**src/hdl/serial_frame_builder_with_checksum_assert.svh**
```systemverilog
// Assertion macros for the frame builder.
`ifndef SERIAL_FRAME_BUILDER_WITH_CHECKSUM_ASSERT_SVH
`define SERIAL_FRAME_BUILDER_WITH_CHECKSUM_ASSERT_SVH

// Check that a condition implies another in the same cycle.
`define SFB_ASSERT_NOW(label, clk, rst_n, cond, expr, msg) \
    label: assert property (@(posedge clk) disable iff (!rst_n) (cond) |-> (expr)) \
        else $error(msg);

// Check that a condition implies another in the next cycle.
`define SFB_ASSERT_NEXT(label, clk, rst_n, cond, expr, msg) \
    label: assert property (@(posedge clk) disable iff (!rst_n) (cond) |=> (expr)) \
        else $error(msg);

`endif

```
**src/hdl/sfb_pkg.sv**
```systemverilog
`default_nettype none

package sfb_pkg;

    localparam int FifoDepth = 4;

    localparam logic [7:0] HeadReset    = 8'h0A;
    localparam logic [7:0] TrailerReset = 8'hBB;
    localparam logic [7:0] CsumInvert   = 8'hFF;

    localparam logic CfgHead    = 1'b0;
    localparam logic CfgTrailer = 1'b1;

    typedef enum logic [2:0] {
        ElHead,
        ElLen,
        ElType,
        ElCode,
        ElData,
        ElCsum,
        ElTrail
    } elem_t;

    typedef struct packed {
        logic       first;
        logic       has_data;
        logic       closes;
        logic [7:0] len;
        logic [7:0] msg_type;
        logic [7:0] msg_code;
        logic [7:0] data;
        logic [7:0] csum;
    } cmd_t;

    typedef struct packed {
        logic full;
        logic empty;
    } fifo_stat_t;

endpackage

`default_nettype wire

```
**src/hdl/sfb_front.sv**
```systemverilog
`default_nettype none

module sfb_front
(
    input  wire logic              clk,
    input  wire logic              rst_n,
    input  wire logic              in_valid,
    output logic                   in_ready,
    input  wire logic [7:0]        data_byte,
    input  wire logic [7:0]        msg_type,
    input  wire logic [7:0]        msg_code,
    input  wire logic [7:0]        payload_len,
    input  wire sfb_pkg::fifo_stat_t stat,
    output logic                   push,
    output sfb_pkg::cmd_t          cmd
);

    logic       in_frame_reg;
    logic       in_frame_next;
    logic [7:0] bytes_left_reg;
    logic [7:0] bytes_left_next;
    logic [7:0] sum_reg;
    logic [7:0] sum_next;

    logic [7:0] sum_hdr;
    logic [7:0] sum_new;
    logic [7:0] left_new;
    logic       has_data;
    logic       closes;

    assign in_ready = !stat.full;
    assign push     = in_valid && in_ready;

    always_comb
    begin
        sum_hdr  = msg_type + msg_code + payload_len;
        has_data = in_frame_reg || (payload_len != 8'd0);
        if (in_frame_reg)
        begin
            sum_new  = sum_reg + data_byte;
            left_new = bytes_left_reg - 8'd1;
        end
        else if (has_data)
        begin
            sum_new  = sum_hdr + data_byte;
            left_new = payload_len - 8'd1;
        end
        else
        begin
            sum_new  = sum_hdr;
            left_new = 8'd0;
        end
        closes = (left_new == 8'd0);

        cmd.first    = !in_frame_reg;
        cmd.has_data = has_data;
        cmd.closes   = closes;
        cmd.len      = payload_len;
        cmd.msg_type = msg_type;
        cmd.msg_code = msg_code;
        cmd.data     = data_byte;
        cmd.csum     = sum_new ^ sfb_pkg::CsumInvert;

        in_frame_next   = in_frame_reg;
        bytes_left_next = bytes_left_reg;
        sum_next        = sum_reg;
        if (push)
        begin
            in_frame_next   = !closes;
            bytes_left_next = left_new;
            sum_next        = closes ? 8'd0 : sum_new;
        end
    end

    always_ff @(posedge clk or negedge rst_n)
    begin
        if (!rst_n)
        begin
            in_frame_reg   <= 1'b0;
            bytes_left_reg <= 8'd0;
            sum_reg        <= 8'd0;
        end
        else
        begin
            in_frame_reg   <= in_frame_next;
            bytes_left_reg <= bytes_left_next;
            sum_reg        <= sum_next;
        end
    end

endmodule

`default_nettype wire

```
**src/hdl/sfb_fifo.sv**
```systemverilog
`default_nettype none

module sfb_fifo
#(
    parameter int DEPTH = sfb_pkg::FifoDepth
)
(
    input  wire logic                clk,
    input  wire logic                rst_n,
    input  wire logic                push,
    input  wire sfb_pkg::cmd_t       push_cmd,
    input  wire logic                pop,
    output sfb_pkg::cmd_t            head_cmd,
    output sfb_pkg::fifo_stat_t      stat
);

    localparam int PtrW = (DEPTH > 1) ? $clog2(DEPTH) : 1;
    localparam int CntW = $clog2(DEPTH + 1);
    localparam logic [PtrW-1:0] LastPtr = PtrW'(DEPTH - 1);
    localparam logic [CntW-1:0] FullCnt = CntW'(DEPTH);

    sfb_pkg::cmd_t   entry_reg [DEPTH];
    logic [PtrW-1:0] wr_ptr_reg;
    logic [PtrW-1:0] wr_ptr_next;
    logic [PtrW-1:0] rd_ptr_reg;
    logic [PtrW-1:0] rd_ptr_next;
    logic [CntW-1:0] count_reg;
    logic [CntW-1:0] count_next;

    assign stat.full  = (count_reg == FullCnt);
    assign stat.empty = (count_reg == '0);
    assign head_cmd   = entry_reg[rd_ptr_reg];

    always_comb
    begin
        wr_ptr_next = wr_ptr_reg;
        rd_ptr_next = rd_ptr_reg;
        count_next  = count_reg;
        if (push)
        begin
            wr_ptr_next = (wr_ptr_reg == LastPtr) ? '0 : wr_ptr_reg + 1'b1;
        end
        if (pop)
        begin
            rd_ptr_next = (rd_ptr_reg == LastPtr) ? '0 : rd_ptr_reg + 1'b1;
        end
        if (push && !pop)
        begin
            count_next = count_reg + 1'b1;
        end
        else if (pop && !push)
        begin
            count_next = count_reg - 1'b1;
        end
    end

    always_ff @(posedge clk)
    begin
        if (push)
        begin
            entry_reg[wr_ptr_reg] <= push_cmd;
        end
    end

    always_ff @(posedge clk or negedge rst_n)
    begin
        if (!rst_n)
        begin
            wr_ptr_reg <= '0;
            rd_ptr_reg <= '0;
            count_reg  <= '0;
        end
        else
        begin
            wr_ptr_reg <= wr_ptr_next;
            rd_ptr_reg <= rd_ptr_next;
            count_reg  <= count_next;
        end
    end

endmodule

`default_nettype wire

```
**src/hdl/sfb_back.sv**
```systemverilog
`default_nettype none

module sfb_back
(
    input  wire logic                clk,
    input  wire logic                rst_n,
    input  wire logic                cfg_we,
    input  wire logic                cfg_index,
    input  wire logic [7:0]          cfg_wdata,
    input  wire sfb_pkg::cmd_t       head_cmd,
    input  wire sfb_pkg::fifo_stat_t stat,
    output logic                     pop,
    output logic                     out_valid,
    input  wire logic                out_ready,
    output logic [7:0]               out_byte,
    output logic                     frame_done,
    output logic                     run_last
);

    logic [7:0] head_val_reg;
    logic [7:0] trailer_val_reg;
    logic [2:0] pos_reg;
    logic [2:0] pos_next;
    logic       out_valid_reg;
    logic       out_valid_next;
    logic [7:0] out_byte_reg;
    logic       frame_done_reg;
    logic       run_last_reg;

    logic            load;
    logic [3:0]      elem_base;
    logic [3:0]      elem_idx;
    logic [3:0]      elem_cnt;
    logic            elem_last;
    sfb_pkg::elem_t  elem;
    logic [7:0]      cur_byte;

    assign out_valid  = out_valid_reg;
    assign out_byte   = out_byte_reg;
    assign frame_done = frame_done_reg;
    assign run_last   = run_last_reg;

    always_comb
    begin
        elem_base = {1'b0, pos_reg} + (head_cmd.first ? 4'd0 : 4'd4);
        elem_idx  = elem_base + {3'd0, (elem_base >= 4'd4) && !head_cmd.has_data};
        elem_cnt  = (head_cmd.first ? 4'd4 : 4'd0) + {3'd0, head_cmd.has_data}
                  + (head_cmd.closes ? 4'd2 : 4'd0);
        elem_last = ({1'b0, pos_reg} == (elem_cnt - 4'd1));
        elem      = sfb_pkg::elem_t'(elem_idx[2:0]);

        case (elem)
            sfb_pkg::ElHead:  cur_byte = head_val_reg;
            sfb_pkg::ElLen:   cur_byte = head_cmd.len;
            sfb_pkg::ElType:  cur_byte = head_cmd.msg_type;
            sfb_pkg::ElCode:  cur_byte = head_cmd.msg_code;
            sfb_pkg::ElData:  cur_byte = head_cmd.data;
            sfb_pkg::ElCsum:  cur_byte = head_cmd.csum;
            sfb_pkg::ElTrail: cur_byte = trailer_val_reg;
            default:          cur_byte = 8'd0;
        endcase

        load = !stat.empty && (!out_valid_reg || out_ready);
        pop  = load && elem_last;

        pos_next = pos_reg;
        if (load)
        begin
            pos_next = elem_last ? 3'd0 : pos_reg + 3'd1;
        end

        out_valid_next = out_valid_reg;
        if (load)
        begin
            out_valid_next = 1'b1;
        end
        else if (out_ready)
        begin
            out_valid_next = 1'b0;
        end
    end

    // hold the result until the receiver takes it
    always_ff @(posedge clk)
    begin
        if (load)
        begin
            out_byte_reg   <= cur_byte;
            frame_done_reg <= (elem == sfb_pkg::ElTrail);
            run_last_reg   <= elem_last;
        end
    end

    always_ff @(posedge clk or negedge rst_n)
    begin
        if (!rst_n)
        begin
            head_val_reg    <= sfb_pkg::HeadReset;
            trailer_val_reg <= sfb_pkg::TrailerReset;
            pos_reg         <= 3'd0;
            out_valid_reg   <= 1'b0;
        end
        else
        begin
            if (cfg_we && (cfg_index == sfb_pkg::CfgHead))
            begin
                head_val_reg <= cfg_wdata;
            end
            if (cfg_we && (cfg_index == sfb_pkg::CfgTrailer))
            begin
                trailer_val_reg <= cfg_wdata;
            end
            pos_reg       <= pos_next;
            out_valid_reg <= out_valid_next;
        end
    end

endmodule

`default_nettype wire

```
**src/hdl/serial_frame_builder_with_checksum.sv**
```systemverilog
// Serial frame builder: turns a stream of payload bytes into framed bytes
// (head, length, type, code, payload, inverted-sum checksum, trailer).
// Input channel in_valid/in_ready carries data_byte, msg_type, msg_code and
// payload_len; the first transaction of a frame supplies the header fields.
// Output channel out_valid/out_ready carries one frame byte per transaction,
// with frame_done on the trailer and run_last on the last byte of an input.
// Config port cfg_we/cfg_index/cfg_wdata sets head (0) and trailer (1) bytes.
// The first byte of an input passes through the queue entry and then the output register.
// Throughput: one output byte per cycle while out_ready is high, set by the single
// output register; a payload item is one byte, or three when it closes the frame,
// and a frame start is 5 to 7 bytes, so inputs flow at one per cycle mid-frame while
// out_ready is high, and are absorbed by a FIFO_DEPTH entry queue.
// When the receiver stalls, the output holds and the queue fills; in_ready
// drops only while the queue is full.
// Reset clears the frame state, the queue and out_valid, and loads the
// head and trailer registers with 0x0A and 0xBB.
`default_nettype none

module serial_frame_builder_with_checksum
#(
    parameter int FIFO_DEPTH = sfb_pkg::FifoDepth
)
(
    input  wire logic       clk,
    input  wire logic       rst_n,
    input  wire logic       in_valid,
    output logic            in_ready,
    input  wire logic [7:0] data_byte,
    input  wire logic [7:0] msg_type,
    input  wire logic [7:0] msg_code,
    input  wire logic [7:0] payload_len,
    output logic            out_valid,
    input  wire logic       out_ready,
    output logic [7:0]      out_byte,
    output logic            frame_done,
    output logic            run_last,
    input  wire logic       cfg_we,
    input  wire logic       cfg_index,
    input  wire logic [7:0] cfg_wdata
);

    `include "serial_frame_builder_with_checksum_assert.svh"

    logic                push;
    logic                pop;
    sfb_pkg::cmd_t       push_cmd;
    sfb_pkg::cmd_t       head_cmd;
    sfb_pkg::fifo_stat_t stat;

    sfb_front u_front
    (
        .clk         (clk),
        .rst_n       (rst_n),
        .in_valid    (in_valid),
        .in_ready    (in_ready),
        .data_byte   (data_byte),
        .msg_type    (msg_type),
        .msg_code    (msg_code),
        .payload_len (payload_len),
        .stat        (stat),
        .push        (push),
        .cmd         (push_cmd)
    );

    sfb_fifo #(
        .DEPTH (FIFO_DEPTH)
    ) u_fifo
    (
        .clk      (clk),
        .rst_n    (rst_n),
        .push     (push),
        .push_cmd (push_cmd),
        .pop      (pop),
        .head_cmd (head_cmd),
        .stat     (stat)
    );

    sfb_back u_back
    (
        .clk        (clk),
        .rst_n      (rst_n),
        .cfg_we     (cfg_we),
        .cfg_index  (cfg_index),
        .cfg_wdata  (cfg_wdata),
        .head_cmd   (head_cmd),
        .stat       (stat),
        .pop        (pop),
        .out_valid  (out_valid),
        .out_ready  (out_ready),
        .out_byte   (out_byte),
        .frame_done (frame_done),
        .run_last   (run_last)
    );

    `SFB_ASSERT_NOW(a_done_ends_run, clk, rst_n, out_valid && frame_done, run_last, "bad trailer")
    `SFB_ASSERT_NOW(a_no_overflow, clk, rst_n, push, !stat.full, "queue overflow")
    `SFB_ASSERT_NOW(a_no_underflow, clk, rst_n, pop, !stat.empty, "queue underflow")
    `SFB_ASSERT_NEXT(a_pop_marks_last, clk, rst_n, pop, out_valid && run_last, "pop not last")

endmodule

`default_nettype wire
```
**config.mk**
```make
export PLATFORM = sky130hd
export DESIGN_NAME = serial_frame_builder_with_checksum
export DESIGN_NICKNAME = d
export VERILOG_FILES = /design/src/hdl/sfb_pkg.sv /design/src/hdl/sfb_front.sv /design/src/hdl/sfb_fifo.sv /design/src/hdl/sfb_back.sv /design/src/hdl/serial_frame_builder_with_checksum.sv
export VERILOG_INCLUDE_DIRS = /design/src /design/src/hdl
export SDC_FILE = /design/constraint.sdc
export NUM_CORES = 1
export LEC_CHECK = 0
export ABC_CLOCK_PERIOD_IN_PS = 4300
export BUFFER_PORTS_ARGS = -buffer_cell sky130_fd_sc_hd__buf_2
export CORE_UTILIZATION = 55
export CTS_CLUSTER_DIAMETER = 50
export DETAILED_ROUTE_END_ITERATION = 6
export PLACE_DENSITY = 0.73
export SYNTH_ARGS = -nofsm -noshare
export SYNTH_HDL_FRONTEND = slang
export SYNTH_HIERARCHICAL = 1
export SYNTH_SLANG_ARGS = --single-unit
```
**constraint.sdc**
```tcl
create_clock -name clk -period 4.3 [get_ports clk]
set_clock_uncertainty 0.05 [all_clocks]
set_input_delay 1.075 -clock clk [delete_from_list [all_inputs] [get_ports clk]]
set_output_delay 1.075 -clock clk [all_outputs]
set_load 0.03 [all_outputs]
```
==> results of run 1 <==
[Yosys cell counts (3+ instances only)]
library cell | count | area share (%)
a221oi_1 | 4 | 0.32
a21oi_1 | 23 | 1.1
nor2b_1 | 7 | 0.41
a22oi_1 | 7 | 0.49
xnor2_1 | 16 | 1.3
dfstp_2 | 8 | 1.9
buf_4 | 34 | 2.4
and2_1 | 9 | 0.52
nor3_1 | 8 | 0.37
nor2_1 | 28 | 0.97
mux2i_1 | 3 | 0.28
clkbuf_1 | 10 | 0.35
nand3_1 | 5 | 0.23
and3_1 | 4 | 0.23
o21ai_0 | 22 | 1.0
nor3b_1 | 4 | 0.28
buf_6 | 3 | 0.31
buf_12 | 4 | 0.74
edfxtp_1 | 182 | 51
nor4_1 | 3 | 0.17
mux2_2 | 29 | 3.0
inv_1 | 22 | 0.76
nand2_1 | 29 | 1.0
o211ai_1 | 3 | 0.21
a21o_1 | 6 | 0.42
ha_1 | 33 | 3.8
dfrtp_1 | 36 | 8.3
buf_2 | 6 | 0.28
mux4_2 | 39 | 8.1
xor2_1 | 13 | 1.1
o21bai_1 | 5 | 0.35
o21ai_1 | 7 | 0.32
a222oi_1 | 5 | 0.46
a211oi_1 | 4 | 0.28
fa_1 | 11 | 2.0
nand2b_1 | 3 | 0.17
mux4_1 | 5 | 1.2
o31ai_1 | 9 | 0.63
a22o_1 | 5 | 0.41
[cells by family (layout without fill, tap and decap cells)]
kind of cell	Yosys count	after routing	share of synthesized area, %
buffers and inverters	82	181	4.91
AO/OA/AOI/OAI	114	114	7.41
flip-flops	226	226	60.9
adder cells (fa/ha/maj)	44	44	5.86
AND/OR/NAND/NOR	111	111	5.44
multiplexers	77	77	12.8
XOR/XNOR	31	31	2.72
[per-stage QoR]
stage                     setup slack, ps  TNS [ps]
final                                 148         0
after global placement               -150     -1690
after global routing                 78.0         0
after floorplan                       113         0
after CTS                             210         0
after detailed placement             -342     -3900
[report_power, final]
| part | internal [mW] | leakage (nW) | switching (mW) |
|---|---|---|---|
| registers | 3.11 | 2.19 | 0.262 |
| clock network | 1.46 | 0.476 | 0.943 |
| logic | 1.63 | 1.93 | 2.15 |
[layout make-up]
type	instances	share of cell area (%)
clock inverters	18	1.75
inverters	23	0.701
well taps	260	2.64
clock buffers	34	6.13
flip-flops and latches	226	53.4
repair buffers	106	5.30
multi-input cells	377	30.1
[critical path, stage by stage]
cell     delay [ps]
buf_2           170
fa_1            450
ha_1            250
fa_1            390
buf_4           150
xor2_1          230
ha_1            320
a21oi_1         230
o22ai_1         180
nor2_1          140
xor2_1          180
a21oi_1         100
o21ai_0         430
buf_4           220
[worst max path at each step]
stage	start	endpoint	slack [ps]	cells past startpoint
6_report	payload_len[1]	u_fifo/entry_reg[3][5]	150	14
2_1_floorplan	msg_type[1]	u_front/sum_reg[7]	110	14
3_5_place_dp	payload_len[1]	u_fifo/entry_reg[0][5]	-340	14
4_1_cts	payload_len[1]	u_fifo/entry_reg[3][5]	210	14
5_1_grt	payload_len[1]	u_front/sum_reg[7]	80	15
3_3_place_gp	payload_len[2]	u_fifo/entry_reg[0][6]	-150	13
[metal layers]
metal,up-vias,share of wire (%)
met3,59,7.1
met4,0,3.7
met1,3136,41
met2,279,48
met5,-,0
li1,2790,-
[repair_timing]
action,in CTS,in global routing
hold buffers,0,0
setup endpoints to repair,0,1
gates resized for setup,0,1
==> run summary, run 1 <==
Reg-to-Reg End - u_back/out_byte[1]
GR Util met3 - 4.81%
Tot GR Track Use - 24.8%
worst hold path class - in2async
syn_area_per_cell - 15.8 µm²
Worst R2R Path Depth - 10
Top Ports - 58
most common cell after layout, fill and taps aside - edfxtp_1
GRT met2 Usage - 40.3%
first-pass GRT wire length - 36900 µm
# nets final - 852
grt peak-use layer - met2
total power - 9.55 mW
met1 usage - 33.5%
vias in the first global route - 6578
share of synthesized flip-flops with an asynchronous set or reset - 19.5%
Synth Flop Type - edfxtp_1
IO buf count - 57
status - finished, final reports clean
Via density - 6.00
ratio of cells with drive above 1 in the final layout - 31.6%
Initial DRC Count - 499
Synth Instances - 685
area grow syn2layout - 14.0%
r2r setup slk - 570 ps
syn_nets - 775
Remaining Overflow, GRT - 0
peak supply drop - 0.381 mV
drt total wl - 23800 µm
Root Driver - clkbuf_16
CTS clk-pin slew, worst paths - 60 ps
GPL Wtd Cong - 0.898
Worst R2R Start - u_fifo/rd_ptr_reg[0]
multi-input logic area - 3700 µm²
post-layout util - 65.0%
routed vias - 6264
RSZ-0062 raised after global routing - false
WP data required - 4660 ps
Die Wd - 142 µm
row count - 50
Ant. Diodes - 0
Avg WL per Cell - 22.8 µm
YS warnings - 6
hpwl dp - 16600 µm
Clock Path Buffers - 3
Worst Setup End Kind - flip-flop
Hold Vio Cnt, Final - 0
Initial Util - 57.0%
most frequent cells in the layout - 182 x edfxtp_1, 57 x buf_2, 49 x buf_4
Post-synth EDFFs - 182
max cap viols - 0
final setup vio count - 0
Post-route DRC - 0
DP Cell Count - 992
Reg area - 6580 µm²
register area share after synthesis - 60.9%
Synth Register Bits - 226
crit path kind - in2reg
fin area - 12300 µm²
CTS tree - built
max reg flops - 172
Core Area - 19000 µm²
Fmax achieved - 241 MHz
CP max FO - 4
Clock Latency Late Sink - 540 ps
post-route ant nets - 0
Max H-tree Level - 1
post-CTS setup repair buffer count - 0
Cell Area, Placed - 11300 µm²
CTS Sinks - 226
arrival time at the worst endpoint - 4520 ps
CP Launch Type - primary input
Worst slew margin - 30.8%
Pwr Density - 775 nW/µm²
Slew @ Worst Pin - 1010 ps
area of the die - 20200 µm²
initial antenna violation count - 0
Leakage - 4.59 nW
Non-Filler Instances - 1044
Die Span Y - 142 µm
total CTS buffers - 28
Final Max Slew Viols - 0
final worst path period share - 96.5%
Mapped Area - 10800 µm²
largest net degree at the start of global routing - 32
Synth cell types - 67
min cycle time layout - 4150 ps
# fillers - 1360
worst hold slack - 381 ps
Initial DRT Pass Iterations - 7
(Power assumes the default switching activity.)
==> run 2, diff against run 1 <==
--- a/config.mk
+++ b/config.mk
@@ -12,6 +12,7 @@
 export CTS_CLUSTER_DIAMETER = 50
 export DETAILED_ROUTE_END_ITERATION = 6
 export PLACE_DENSITY = 0.73
+export REMOVE_ABC_BUFFERS = 1
 export SYNTH_ARGS = -nofsm -noshare
 export SYNTH_HDL_FRONTEND = slang
 export SYNTH_HIERARCHICAL = 1
==> run 2 against run 1 <==
Effect of this change:
- sequential cell count unchanged
- sequential power about the same
- count of clock-buffer cells in the layout fell by 2
- largest cell class unchanged
- via count fell by 2.4%
- routed wire length decreased by 3.3%
- highest routed layer is now met5
- worst hold slack improved by 62 ps
- critical path type unchanged
==> run summary, run 2 (synthesis results as in run 1) <==
initial antenna violation count - 1 (was 0)
CTS tree - built (unchanged)
vias in the first global route - 6394 (was 6578)
Initial Util - 57.0% (unchanged)
crit path cell chain - buf_2, fa_1, ha_1, fa_1, a21o_1, a21oi_1, xnor2_1, ha_1, or4b_4, o311ai_4, xnor2_1, o21ai_2, o31ai_2 (was buf_2, fa_1, ha_1, fa_1, buf_4, xor2_1, ha_1, a21oi_1, o22ai_1, nor2_1, xor2_1, a21oi_1, o21ai_0, buf_4)
hpwl dp - 15100 µm (was 16600 µm)
arrival time at the worst endpoint - 4480 ps (was 4520 ps)
max reg flops - 172 (unchanged)
Non-Filler Instances - 1023 (was 1044)
Clock Path Buffers - 3 (unchanged)
CTS Sinks - 226 (unchanged)
Initial DRC Count - 543 (was 499)
area grow syn2layout - 12.4% (was 14.0%)
Worst Setup End Kind - flip-flop (unchanged)
slowest stage cell, crit path - or4b_4 (was fa_1)
Die Span Y - 142 µm (unchanged)
internal power - 6.07 mW (was 6.20 mW)
Top Ports - 58 (unchanged)
status - finished, final reports clean (unchanged)
r2r setup slk - 500 ps (was 570 ps)
min cycle time layout - 4120 ps (was 4150 ps)
first-pass GRT wire length - 35700 µm (was 36900 µm)
Final Max Slew Viols - 0 (unchanged)
sw frac - 34.4% (was 35.1%)
WP data required - 4660 ps (about the same)
crit path kind - in2reg (unchanged)
Via density - 5.97 (was 6.00)
CP max stage delay - 570 ps (was 450 ps)
area of the die - 20200 µm² (unchanged)
Post-CTS Hold Buffers - 0 (unchanged)
final worst path period share - 95.8% (was 96.5%)
total power - 9.25 mW (was 9.55 mW)
Seq pwr share - 36.5% (was 35.3%)
Initial DRT Pass Iterations - 5 (was 7)
drt total wl - 23000 µm (was 23800 µm)
row count - 50 (unchanged)
ratio of cells with drive above 1 in the final layout - 30.0% (was 31.6%)
combinational power share - 39.7% (was 39.5%)
max cap viols - 0 (unchanged)
Worst slew margin - 23.9% (was 30.8%)
Post-route DRC - 0 (unchanged)
Root Driver - clkbuf_16 (unchanged)
worst hold path class - reg2reg (was in2async)
Clock Latency Late Sink - 510 ps (was 540 ps)
Fmax achieved - 243 MHz (was 241 MHz)
clock share of power - 23.8% (was 25.1%)
most frequent cells in the layout - 182 x edfxtp_1, 57 x buf_2, 39 x mux4_2 (was 182 x edfxtp_1, 57 x buf_2, 49 x buf_4)
Max H-tree Level - 1 (unchanged)
Leakage - 4.47 nW (was 4.59 nW)
# fillers - 1346 (was 1360)
crit path buf inv count - 1 (was 3)
Remaining Overflow, GRT - 0 (unchanged)
CP max FO - 5 (was 4)
Hold Vio Cnt, Final - 0 (unchanged)
Slew @ Worst Pin - 1140 ps (was 1010 ps)
# nets final - 835 (was 852)
RSZ-0062 raised after global routing - false (unchanged)
Avg WL per Cell - 22.5 µm (was 22.8 µm)
DP Cell Count - 979 (was 992)
post-cts sizing count - 0 (unchanged)
Switching Power - 3.19 mW (was 3.35 mW)
Reg area - 6580 µm² (unchanged)
most common cell after layout, fill and taps aside - edfxtp_1 (unchanged)
routed vias - 6112 (was 6264)
total CTS buffers - 24 (was 28)
Die Wd - 142 µm (unchanged)
peak supply drop - 0.327 mV (was 0.381 mV)
IO buf count - 57 (unchanged)
Ant. Diodes - 0 (unchanged)
CTS clk-pin slew, worst paths - 60 ps (about the same)
GPL Wtd Cong - 0.825 (was 0.898)
delay-heaviest family, CP - adder cells (unchanged)
Pwr Density - 762 nW/µm² (was 775 nW/µm²)
multi-input logic area - 3710 µm² (was 3700 µm²)
largest net degree at the start of global routing - 44 (was 32)
CP Launch Type - primary input (unchanged)
final setup vio count - 0 (unchanged)
Tot GR Track Use - 23.9% (was 24.8%)
post-CTS setup repair buffer count - 0 (unchanged)
Core Area - 19000 µm² (unchanged)
post-route ant nets - 0 (unchanged)
## run 2: power by group through the flow
stage	logic [mW]	registers, mW	clock network, mW
2_1_floorplan	2.31	3.58	0
3_3_place_gp	3.51	3.37	0
3_5_place_dp	3.64	3.41	0
4_1_cts	3.67	3.38	2.23
5_1_grt	3.96	3.43	2.31
6_report	3.68	3.37	2.20
## run 2: worst reg2reg max path: cells and delay by family (launching register included)
kind | cells | cell delay [ps]
and+or+nand+nor | 1 | 280
buffers and inverters | 3 | 430
AOI/OAI and AO/OA | 1 | 490
adders and majority gates | 2 | 620
xor gates and xnor gates | 1 | 440
muxes | 2 | 970
DFF | 1 | 410
## run 2: final cells by class
| type | instances | share of cell area, % |
|---|---|---|
| Clock buffer | 32 | 5.62 |
| Timing Repair Buffer | 93 | 4.78 |
| Sequential cell | 226 | 54.2 |
| Multi-Input combinational cell | 377 | 30.6 |
| Inverter | 23 | 0.711 |
| Tap cell | 260 | 2.68 |
| Clock inverter | 12 | 1.47 |
## run 2: metrics by stage
| stage | hold WS, ps | setup slack (ps) | cell area [µm²] | util [%] | TNS (ps) |
|---|---|---|---|---|---|
| 6_report | 443 | 183 | 12100 | 64.1 | 0 |
| 2_1_floorplan | 403 | -566 | 10400 | - | -4700 |
| 4_1_cts | 441 | 78.8 | 12100 | 64.0 | 0 |
| 3_3_place_gp | 420 | -166 | 11300 | 59.5 | -1140 |
| 5_1_grt | 464 | 51.4 | 12100 | 64.1 | 0 |
| 3_5_place_dp | 427 | -415 | 11300 | 59.5 | -3450 |
## run 2: routing by layer
layer / global-route usage [%] / vias up / share of wire, %
li1: - / 2753 / -
met3: 3.40 / 42 / 5.8
met2: 39.3 / 219 / 49
met5: 0 / - / 0.048
met1: 33.5 / 3096 / 44
met4: 6.56 / 2 / 2.1
## run 2: worst paths after layout
check | from | end | cells after the start
worst max-delay path | msg_type[1] | u_front/sum_reg[7] | 13
worst min-delay path | u_front/sum_reg[3] | u_front/sum_reg[3] | 2
worst max register to register | u_fifo/rd_ptr_reg[0] | u_fifo/count_reg[1] | 10
worst min register to register | u_front/sum_reg[3] | u_front/sum_reg[3] | 2
max in group asynchronous | rst_n | u_fifo/rd_ptr_reg[1] | 2
min in group asynchronous | rst_n | u_back/trailer_val_reg[2] | 1
==> run 3, diff against run 2 <==
--- a/config.mk
+++ b/config.mk
@@ -6,7 +6,7 @@
 export SDC_FILE = /design/constraint.sdc
 export NUM_CORES = 1
 export LEC_CHECK = 0
-export ABC_CLOCK_PERIOD_IN_PS = 4300
+export ABC_CLOCK_PERIOD_IN_PS = 4580
 export BUFFER_PORTS_ARGS = -buffer_cell sky130_fd_sc_hd__buf_2
 export CORE_UTILIZATION = 55
 export CTS_CLUSTER_DIAMETER = 50
==> constraint.sdc (replaced) <==
create_clock -name clk -period 4.58 [get_ports clk]
set_clock_uncertainty 0.05 [all_clocks]
set_input_delay 1.145 -clock clk [delete_from_list [all_inputs] [get_ports clk]]
set_output_delay 1.145 -clock clk [all_outputs]
set_load 0.03 [all_outputs]
==> run 3 against run 2 <==
Effect of this change:
- count of clock-buffer cells in the layout grew 3
- via count grew 0.49%
- total power shrank 5.4%
- die area is the same
- register-to-register slack gained 530 ps
- combinational power shrank 8.7%
- final cell count shrank 0.59%
- routed wire length shrank 0.41%
- critical endpoint unchanged
- largest cell class unchanged
- highest routed layer unchanged
==> run summary, run 3 (synthesis results as in run 1) <==
clock share of power - 25.4% (was 23.8%)
Leakage - 4.45 nW (was 4.47 nW)
crit path kind - in2reg (unchanged)
internal power - 5.77 mW (was 6.07 mW)
Initial Util - 57.0% (unchanged)
combinational power share - 38.4% (was 39.7%)
Avg WL per Cell - 22.5 µm (about the same)
drt total wl - 22900 µm (was 23000 µm)
Worst R2R Start - u_fifo/rd_ptr_reg[0] (unchanged)
# fillers - 1338 (was 1346)
Clock Path Buffers - 3 (unchanged)
vias in the first global route - 6393 (was 6394)
Max H-tree Level - 1 (unchanged)
Reg-to-Reg End - u_fifo/count_reg[1] (unchanged)
final setup vio count - 0 (unchanged)
Remaining Overflow, GRT - 0 (unchanged)
Pwr Density - 722 nW/µm² (was 762 nW/µm²)
Worst Setup End Kind - flip-flop (unchanged)
max cap viols - 0 (unchanged)
Seq pwr share - 36.2% (was 36.5%)
post-cts sizing count - 0 (unchanged)
Hold Vio Cnt, Final - 0 (unchanged)
Core Area - 19000 µm² (unchanged)
post-layout util - 63.9% (was 64.1%)
post-CTS setup repair buffer count - 0 (unchanged)
Root Driver - clkbuf_16 (unchanged)
min cycle time layout - 4210 ps
CP Launch Type - primary input (unchanged)
status - finished, final reports clean (unchanged)
Slew @ Worst Pin - 1100 ps (was 1140 ps)
final worst path period share - 92.0%
IO buf count - 57 (unchanged)
WP data required - 4970 ps (was 4660 ps)
Switching Power - 2.98 mW (was 3.19 mW)
Post-route DRC - 0 (unchanged)
routed vias - 6142 (was 6112)
Via density - 6.04 (was 5.97)
post-route ant nets - 0 (unchanged)
Top Ports - 58 (unchanged)
Clock Latency Late Sink - 530 ps (was 510 ps)
CTS Sinks - 226 (unchanged)
arrival time at the worst endpoint - 4600 ps (was 4480 ps)
most common cell after layout, fill and taps aside - edfxtp_1 (unchanged)
Fmax achieved - 237 MHz
total CTS buffers - 26 (was 24)
worst hold path class - reg2reg (unchanged)
hpwl dp - 15400 µm (was 15100 µm)
Reg area - 6580 µm² (unchanged)
crit path setup slack, layout - 369 ps (was 183 ps)
peak supply drop - 0.500 mV (was 0.327 mV)
initial antenna violation count - 1 (unchanged)
Die Span Y - 142 µm (unchanged)
sw frac - 34.1% (was 34.4%)
r2r setup slk - 1030 ps (was 500 ps)
Die Wd - 142 µm (unchanged)
RSZ-0062 raised after global routing - false (unchanged)
CTS clk-pin slew, worst paths - 60 ps (about the same)
most frequent cells in the layout - 182 x edfxtp_1, 57 x buf_2, 39 x mux4_2 (unchanged)
Post-CTS Hold Buffers - 0 (unchanged)
dpl ws - -158 ps (was -415 ps)
Worst R2R Path Depth - 11 (was 10)
Initial DRC Count - 508 (was 543)
largest net degree at the start of global routing - 44 (unchanged)
area of the die - 20200 µm² (unchanged)
row count - 50 (unchanged)
area grow syn2layout - 12.1% (was 12.4%)
GPL Wtd Cong - 0.870 (was 0.825)
# nets final - 827 (was 835)
multi-input logic area - 3700 µm² (was 3710 µm²)
Final Max Slew Viols - 0 (unchanged)
ratio of cells with drive above 1 in the final layout - 28.9% (was 30.0%)
max reg flops - 172 (unchanged)
Tot GR Track Use - 23.8% (was 23.9%)
Initial DRT Pass Iterations - 7 (was 5)
CTS tree - built (unchanged)
Worst slew margin - 26.6% (was 23.9%)
CP Launch Point - msg_type[2] (was msg_type[1])
Worst setup endpoint - u_front/sum_reg[7] (unchanged)
first-pass GRT wire length - 35500 µm (was 35700 µm)
CP max FO - 5 (unchanged)
Ant. Diodes - 0 (unchanged)
## run 3: per-stage QoR
| step | setup TNS [ps] | hold WS, ps | total power, mW | cells | instance area [µm²] |
|---|---|---|---|---|---|
| after floorplan | -1830 | 403 | 5.52 | 626 | 10400 |
| after global placement | 0 | 417 | 6.39 | 969 | 11200 |
| after detailed placement | -611 | 422 | 6.54 | 969 | 11200 |
| after CTS | 0 | 434 | 8.80 | 1017 | 12100 |
| after global routing | 0 | 459 | 9.18 | 1017 | 12100 |
| final | 0 | 433 | 8.75 | 1017 | 12100 |
## run 3: worst min-delay path by stage
stage / from / slack [ps] / depth (start not counted) / end
3_5_place_dp: u_front/sum_reg[3] / 420 / 2 / u_front/sum_reg[3]
6_report: u_front/sum_reg[3] / 430 / 2 / u_front/sum_reg[3]
5_1_grt: u_front/sum_reg[3] / 460 / 2 / u_front/sum_reg[3]
2_1_floorplan: u_front/sum_reg[0] / 400 / 2 / u_front/sum_reg[0]
4_1_cts: u_front/sum_reg[3] / 430 / 2 / u_front/sum_reg[3]
3_3_place_gp: u_front/sum_reg[0] / 420 / 2 / u_front/sum_reg[0]
## run 3: area by class of cell
class / count / area share [%]
Clock buffer: 35 / 5.81
Clock inverter: 13 / 1.97
Inverter: 23 / 0.713
Multi-Input combinational cell: 377 / 30.6
Sequential cell: 226 / 54.3
Tap cell: 260 / 2.68
Timing Repair Buffer: 83 / 3.97
## run 3: power groups by stage
stage	sequential, mW	clock, mW	combinational (mW)
2_1_floorplan	3.36	0	2.16
3_3_place_gp	3.17	0	3.22
3_5_place_dp	3.21	0	3.33
4_1_cts	3.18	2.26	3.36
5_1_grt	3.23	2.33	3.62
6_report	3.17	2.22	3.36
## run 3: critical path, cell delays in order
cell,delay (ps)
buf_2,120
fa_1,530
ha_1,320
a21oi_1,190
nor2_1,80
a211o_1,230
a21oi_1,190
xnor2_1,140
ha_1,360
o21ai_0,130
and3b_1,210
o21ai_0,270
o311ai_4,150
xnor2_1,210
o21ai_2,110
o31ai_1,230
## run 3: layer usage
layer	global-route usage [%]	vias up	routed length, µm
met5	0	-	12
met4	5.89	2	473
met3	3.47	46	1230
li1	-	2727	-
met2	40.0	194	11200
met1	32.8	3173	9940
